<file path="src/rtl/czp_pkg.sv">
// czp_pkg: shared constants for the zero-padded CRC-32 stream unit.
// Holds the reflected CRC-32 nibble table and the CRC start value.
// No dependencies.
`timescale 1ns / 1ps
`default_nettype none

package czp_pkg;

    typedef logic [31:0] t_crc;

    localparam t_crc CRC_INIT = 32'hFFFF_FFFF;

    // Reflected CRC-32 (0xEDB88320) advanced over four zero bits, one entry per low nibble
    localparam t_crc NIBBLE_TABLE [16] = '{
        32'h0000_0000, 32'h1DB7_1064, 32'h3B6E_20C8, 32'h26D9_30AC,
        32'h76DC_4190, 32'h6B6B_51F4, 32'h4DB2_6158, 32'h5005_713C,
        32'hEDB8_8320, 32'hF00F_9344, 32'hD6D6_A3E8, 32'hCB61_B38C,
        32'h9B64_C2B0, 32'h86D3_D2D4, 32'hA00A_E278, 32'hBDBD_F21C
    };

endpackage

`default_nettype wire

</file>
<file path="src/rtl/czp_nibble_unit.sv">
// czp_nibble_unit: shared CRC update step, advances the CRC by four bits.
// Uses the nibble table from czp_pkg.
`timescale 1ns / 1ps
`default_nettype none

module czp_nibble_unit (
    input  wire czp_pkg::t_crc i_crc,
    output czp_pkg::t_crc      o_crc
);
    import czp_pkg::*;

    // Shift out the low nibble and fold in its table entry
    assign o_crc = {4'b0000, i_crc[31:4]} ^ NIBBLE_TABLE[i_crc[3:0]];

endmodule

`default_nettype wire

</file>
<file path="src/rtl/crc32_zero_padded_stream_unit.sv">
// crc32_zero_padded_stream_unit: top level, byte stream in, CRC-32 word out.
// Uses czp_pkg and czp_nibble_unit (one shared nibble step under a small sequencer).
//
//   channel | direction | handshake                 | payload
//   --------+-----------+---------------------------+-------------------------
//   in      | input     | i_in_valid / o_in_stall   | i_data_byte, i_last_byte
//   out     | output    | o_out_valid / i_out_stall | o_crc_value
//
// Each byte runs one nibble per cycle through the shared table step.
// A final byte adds 0 to 3 zero pad bytes, both nibble steps each, and then goes to
// load the result register; that load waits while a prior result is still stalled.
// The result register lets a new message start while its word waits on i_out_stall.
// Synchronous active-low reset returns the CRC to all ones and the phase to zero.
`timescale 1ns / 1ps
`default_nettype none

module crc32_zero_padded_stream_unit (
    input  wire        i_clk,
    input  wire        i_rst_n,
    // input channel
    input  wire        i_in_valid,
    output logic       o_in_stall,
    input  wire  [7:0] i_data_byte,
    input  wire        i_last_byte,
    // output channel
    output logic       o_out_valid,
    input  wire        i_out_stall,
    output logic [31:0] o_crc_value
);
    import czp_pkg::*;

    typedef enum logic [1:0] {
        S_IDLE,
        S_NIB2,
        S_PAD,
        S_DONE
    } t_state;

    t_state     r_state, n_state;
    t_crc       r_crc, n_crc;
    logic [1:0] r_phase, n_phase;
    logic       r_last, n_last;
    logic       r_out_valid, n_out_valid;
    t_crc       r_out_crc, n_out_crc;

    t_crc       unit_in;
    t_crc       unit_out;
    logic       in_accept;
    logic       out_free;
    logic [1:0] phase_inc;

    assign in_accept = i_in_valid && (r_state == S_IDLE);
    assign out_free  = !r_out_valid || !i_out_stall;
    assign phase_inc = r_phase + 2'd1;

    // Shared unit input: fold the new byte in on accept, else continue
    assign unit_in = in_accept ? (r_crc ^ {24'd0, i_data_byte}) : r_crc;

    czp_nibble_unit u_nibble (
        .i_crc (unit_in),
        .o_crc (unit_out)
    );

    // Sequencer next-state logic
    always_comb begin
        n_state     = r_state;
        n_crc       = r_crc;
        n_phase     = r_phase;
        n_last      = r_last;
        n_out_valid = r_out_valid && i_out_stall;
        n_out_crc   = r_out_crc;
        unique case (r_state)
            S_IDLE: begin
                if (in_accept) begin
                    n_crc   = unit_out;
                    n_last  = i_last_byte;
                    n_state = S_NIB2;
                end
            end
            S_NIB2: begin
                n_crc   = unit_out;
                n_phase = phase_inc;
                if (!r_last) begin
                    n_state = S_IDLE;
                end else if (phase_inc != 2'd0) begin
                    n_state = S_PAD;
                end else begin
                    n_state = S_DONE;
                end
            end
            S_PAD: begin
                // zero pad byte: no XOR, just the first nibble step
                n_crc   = unit_out;
                n_state = S_NIB2;
            end
            S_DONE: begin
                if (out_free) begin
                    n_out_valid = 1'b1;
                    n_out_crc   = ~r_crc;
                    n_crc       = CRC_INIT;
                    n_phase     = 2'd0;
                    n_last      = 1'b0;
                    n_state     = S_IDLE;
                end
            end
            default: n_state = S_IDLE;
        endcase
    end

    // State and registered outputs
    always_ff @(posedge i_clk) begin
        if (!i_rst_n) begin
            r_state     <= S_IDLE;
            r_crc       <= CRC_INIT;
            r_phase     <= 2'd0;
            r_last      <= 1'b0;
            r_out_valid <= 1'b0;
        end else begin
            r_state     <= n_state;
            r_crc       <= n_crc;
            r_phase     <= n_phase;
            r_last      <= n_last;
            r_out_valid <= n_out_valid;
        end
        r_out_crc <= n_out_crc;
    end

    assign o_in_stall  = (r_state != S_IDLE);
    assign o_out_valid = r_out_valid;
    assign o_crc_value = r_out_crc;

endmodule

`default_nettype wire

</file>
<file path="config.mk">
export PLATFORM = sky130hd
export DESIGN_NAME = crc32_zero_padded_stream_unit
export DESIGN_NICKNAME = d
export VERILOG_FILES = /design/src/rtl/czp_pkg.sv /design/src/rtl/czp_nibble_unit.sv /design/src/rtl/crc32_zero_padded_stream_unit.sv
export SDC_FILE = /design/constraint.sdc
export NUM_CORES = 1
export LEC_CHECK = 0
export BUFFER_PORTS_ARGS = -buffer_cell sky130_fd_sc_hd__buf_2
export CAP_MARGIN = 20
export CORE_ASPECT_RATIO = 0.7
export CORE_MARGIN = 2
export CORE_UTILIZATION = 35
export DETAILED_ROUTE_END_ITERATION = 12
export GPL_TIMING_DRIVEN = 0
export HOLD_SLACK_MARGIN = 0.12
export PLACE_DENSITY_LB_ADDON = 0.15
export SLEW_MARGIN = 20
export SYNTH_ARGS = -nofsm -noshare
export SYNTH_HDL_FRONTEND = slang
export SYNTH_SLANG_ARGS = --single-unit
</file>
<file path="constraint.sdc">
create_clock -name i_clk -period 3.7 [get_ports i_clk]
set_input_delay 0.74 -clock i_clk [delete_from_list [all_inputs] [get_ports i_clk]]
set_output_delay 0.74 -clock i_clk [all_outputs]
set_load 0.02 [all_outputs]
</file>
**Yosys cells after proc, flatten, opt, wreduce, memory -nomap -nowiden**

Memories as Yosys holds them, arrays and structs flattened.
Cells that the tools add are included.

- Register bits after elaboration: 70
- Memory bits (read-only): 512
- Input bits: 13
- Output and inout bits: 34
- Word-level logic and storage cells: 50
- Memories kept: 1

- Add/sub/neg operators: 1
- $lt $le $gt $ge: 1
- Eq/ne operators: 5
- Mux-type cells: 17
- Bitwise operators: 4
- Reduce and logical (&&, ||, !) cells: 15

Memory list:

| name | depth | width | rd ports | clocked after Yosys merged registers in | write ports | line | source |
|---|---|---|---|---|---|---|---|
| (no name shown) | 16 | 32 | 1 | 0 | 0 | czp_nibble_unit.sv:13 | `assign o_crc = {4'b0000, i_crc[31:4]} ^ NIBBLE_TABLE[i_crc[3:0]];` |

Operators by type and width:

| cell | count |
|---|---|
| 32-bit two-way mux | 5 |
| 32-bit case mux with 3 select lines | 1 |
| 32-bit inverter | 1 |
| 28-bit by 32-bit XOR with 32-bit output | 1 |
| 32-bit by 8-bit XOR with 32-bit output | 1 |
| 2-bit case mux with 4 select lines | 1 |
| 2-bit nonzero test | 4 |
| 2-bit two-way mux | 3 |
| 2-bit AND reduction | 3 |
| 5-bit greater-or-equal comparator (second input constant) | 1 |
| 1-bit two-way mux | 5 |
| 4-bit inverter with 5-bit output | 1 |
| 2-bit == test (second input constant) | 2 |
| 2-bit inequality test (second input constant) | 2 |
| 2-bit case mux with 2 select lines | 1 |
| 3-bit AND reduction | 1 |
| 2-bit by 1-bit adder with 2-bit output (second input constant) | 1 |
| 2-bit by 1-bit == test with 1-bit output (second input constant) | 1 |
| 1-bit logical AND | 2 |
| 1-bit logical NOT | 2 |
| 2-bit logical NOT | 1 |
| 1-bit case mux with 2 select lines | 1 |
| 2-bit OR reduction | 1 |
| 1-bit logical OR | 1 |

**Longest topological paths before layout**

- Word-level depth: 10
- Mapped depth: 7
- Depth with buffers taken out: 5

**Cells and area by module**

Synthesis repeated with hierarchy kept, for this count alone.

- Cell total of the unflattened synthesis: 230
- Area total of the unflattened synthesis: 2887.8 sq um

By module, submodules not included:

| module | instances | cells an instance | area an instance (sq um) | seq. area each (sq um) |
|---|---|---|---|---|
| crc32_zero_padded_stream_unit | 1 | 187 | 2478.6 | 1721.7 |
| czp_nibble_unit | 1 | 43 | 409.1 | 0.0 |

**Least setup slack after synthesis**

OpenSTA, ideal clock, no wires.

- Path type: flip-flop to flip-flop
- Start point: register r_state[0]
- End point: register r_out_crc[0] (netlist: o_crc_value[0]), enable pin
- Setup time: 0.433 ns
- Arrival: 2.350 ns
- Data required time: 3.267 ns
- Setup slack: 0.917 ns
- Stages on the path, launching flop included: 4
- Buffers on the path: 1
- Period minus slack after synthesis: 2.783 ns
- Path through: dfxtp_1 -> clkbuf_1 -> nand2_1 -> a21oi_1

- Word-level cells in the longest chain between the ends: 2

Ends and longest elaborated chain:

| element | line | source |
|---|---|---|
| start: declaration | crc32_zero_padded_stream_unit.sv:39 | `t_state r_state, n_state;` |
| start signal: assignment | crc32_zero_padded_stream_unit.sv:119 | `r_state <= n_state;` |
| 2-bit == test | crc32_zero_padded_stream_unit.sv:72 | `unique case (r_state)` |
| 2-bit AND reduction (no source line) | - |  |
| end signal: assignment | crc32_zero_padded_stream_unit.sv:125 | `r_out_crc <= n_out_crc;` |
| end: declaration | crc32_zero_padded_stream_unit.sv:44 | `t_crc r_out_crc, n_out_crc;` |

No other way between the ends.
A chain may end at the register's enable or synchronous reset.

**Final worst setup path**

- Start point: register r_state[0]
- End point: output port o_in_stall

- Word-level cells in the longest chain between the ends: 1

Ends and longest elaborated chain:

| element | line | source |
|---|---|---|
| 2-bit nonzero test | crc32_zero_padded_stream_unit.sv:128 | `assign o_in_stall = (r_state != S_IDLE);` |
| end: declaration | crc32_zero_padded_stream_unit.sv:22 | `output logic o_in_stall,` |

No other way between the ends.

==> flow_summary.toml <==
[logic_synthesis]
synth_compound_area_frac = 0.124
synthTopCellsByCount = "dfxtp_1, inv_1, xnor2_1, edfxtp_1, nand2_1"
synthesis.area_mm2 = 0.00305
synthTopCellsByArea = "edfxtp_1, dfxtp_1, xnor2_1"
async_flop_share = 0
yosys.area_share.xor_xnor = 0.158
synth_edf_count = 32
synth.top_cell.area_share = 0.315
synth_cell_type_count = 37
synth_top_family_by_area = "XOR/XNOR gates"
ys_seq_elements = 70
muxShareOfSynthArea = 0.00656
yosysSeqAreaShare = 0.564
yosysWarnings = 0
synth.avg_cell_area_um2 = 11.7
synth_largest_area_cell = "edfxtp_1"
synth_ff_type = "dfxtp_1"
synth_adder_area_share = 0.00410
synth_nets = 274
synth.most_common_cell = "dfxtp_1"
syn_inst = 260
yosys.area_share.simple = 0.0804

[power]
max-vdd-ir-drop_v = 0.000218
p_per_area_mw_per_mm2 = 651
seqPwrFrac = 0.434
clkPwrFrac = 0.314
p_leak_uw = 0.00161
power_frac_comb = 0.251
p_sw_uw = 714
p_sw_frac = 0.294
p_int_uw = 1710

[die]
ioPinCount = 47
die_x_um = 116
die-area_mm2 = 0.00949
die_y_um = 82.1
num_rows = 28
start_util = 0.361
core-area_mm2 = 0.00844

[timing]
period_share = 0.690
min_period_ns = 2.55
clock_skew_ns = 0.00371
max_freq_mhz = 391
setup_ws_ns = 1.15
setup_viol = 0
whs_ns = 0.477
slew_headroom = 0.580
hold_viol = 0
rsz0062_at_grt = "false"
maxSlewViolCount = 0
worst_slew_pin_slew_ns = 0.625

[hold_path]
min-delay-start = "r_crc[26]"
min_to = "o_crc_value[26]"
whs_path_depth = 1
min_path_type = "register to register"

[finish]
nNetsFinal = 332
drive_gt1_frac = 0.238
antenna_cells = 0
final_cell_area_mm2 = 0.00373
utilization = 0.442
areaGrowthSynthToFinish_pct = 22.3

[critical_path]
critPathMaxFanout = 10
r2r-end = "r_crc[24]"
cpMaxStageDelayCell = "dfxtp_1"
cp_cell_sequence = "clkbuf_1 -> clkbuf_1 -> or2_2 -> buf_2"
r2r_cells = 7
cp.arrival_ns = 1.81
r2r_slack_ns = 1.53
critPathTopFamily = "buffers and inverters"
critPathMostFrequentCell = "clkbuf_1"
required_ns = 2.96
critPathKind = "register to output port"
setup.worst_path.start_class = "register"
critPathCaptureType = "output port"
slowest_delay_ns = 0.41
critPathBufInv = 3
r2r_start = "r_state[0]"

[clock_network]
cts_root_buf = "clkbuf_16"
clk_path_buf_depth = 2
cts_hold_buf = 0
cts_tree = "done"
postCtsResizedCells = 0
clkTransAtPathRegs_ns = 0.06
cts_setup_buffers = 0
clk_latency_ns = 0.33
htree_num_levels = 3
numCtsBuffers = 9
cts.sinks = 70

[placed_design]
dpl.hpwl_um = 4420
placed_cell_area_mm2 = 0.00347
post-place-ws_ns = 1.14
place_congestion = 0.774
portBuffers = 46

[flow_run]
drv_cap = 0

[global_routing]
gr-total-overflow = 0
gr-usage-all-layers = 0.150
antenna_found_initial = 0
grt_pass1_wl_um = 10300
grt_max_degree = 21
grt_pass1_vias = 1897

[detailed_routing]
routed_wl_um = 6410
drtIter0Drc = 104
wl_per_cell_um = 14.5
first_pass_iters = 4
via_per_inst = 4.56
ant_nets = 0
drc = 0
num_vias = 2022

[outcome]
status = "complete, no violations"
cell families (layout without fill, tap and decap cells):
group / count (synthesis) / in the layout
compound gates: 52 / 52
mux: 2 / 2
flops: 70 / 70
simple gates: 44 / 44
buf+inv: 48 / 111
xor+xnor: 43 / 43
fa+ha+maj: 1 / 1
registers in the layout, indices dropped and copies added (netlist names):
name and count:
r_state 2, r_crc 32, o_out_valid 1, r_last 1, r_phase 2, o_crc_value 32
cells in the final DEF (no fill, tap or decap), types with 2 or more instances in the layout:
cell type	instances
nand2_1	21
buf_4	2
nor2b_1	6
o32ai_1	2
edfxtp_1	32
o22ai_1	9
clkbuf_16	9
nand3_1	3
a21oi_1	6
and4bb_4	2
xnor2_2	2
a21o_1	2
clkbuf_1	8
o2bb2ai_1	2
mux2i_1	2
o22a_1	17
buf_2	49
dfxtp_1	38
xnor2_1	33
o21ai_0	6
a21boi_0	2
o32a_1	2
clkinv_2	3
xor2_1	3
xnor2_4	4
and4bb_2	2
inv_1	37
nor2_1	4
layout make-up:
class / instances / area, um2
Buffer: 11 / 52.6
Clock buffer: 11 / 233
Clock inverter: 5 / 27.5
Fill cell: 840 / 4710
Inverter: 37 / 139
Multi-Input combinational cell: 142 / 1150
Sequential cell: 70 / 1720
Tap cell: 120 / 150
Timing Repair Buffer: 47 / 258
per-stage QoR:
stage / total power (uW) / setup TNS [ns] / std cells
floorplan: 1550 / 0 / 260
global placement: 1670 / -3.80 / 426
detailed placement: 1680 / 0 / 427
CTS: 2450 / 0 / 443
global route: 2560 / 0 / 443
finish: 2430 / 0 / 443
power by group through the flow:
stage	combinational, uW	clock (uW)	sequential, uW
2_1_floorplan	503	0	1040
3_3_place_gp	600	0	1070
3_5_place_dp	610	0	1070
4_1_cts	616	780	1060
5_1_grt	676	816	1070
6_report	610	763	1050
worst reg2reg max path: cells and delay by family (launching register included):
kind / cells / cell delay [ns]
and+or+nand+nor: 2 / 0.38
DFF: 1 / 0.41
buffers and inverters: 3 / 0.72
AOI/OAI and AO/OA: 2 / 0.54
routing by layer:
| layer | track usage | vias to the layer above | share of wire |
|---|---|---|---|
| met5 | 0 | - | 0 |
| met4 | 0.0434 | 0 | 0.0098 |
| met3 | 0.0555 | 4 | 0.057 |
| met2 | 0.210 | 51 | 0.41 |
| met1 | 0.215 | 963 | 0.52 |
| li1 | - | 1004 | - |
worst max path at each step:
stage / from / to / slack, ns / depth (start not counted)
finish: r_state[0] / o_in_stall / 1.15 / 4
global route: r_state[0] / o_in_stall / 0.96 / 4
CTS: r_state[0] / o_in_stall / 1.15 / 4
detailed placement: i_in_valid / r_crc[28] / 1.14 / 8
global placement: r_state[0] / o_crc_value[30] / -0.12 / 3
floorplan: r_state[0] / o_crc_value[0] / 0.92 / 3
Power figures use the tool's default switching activity.
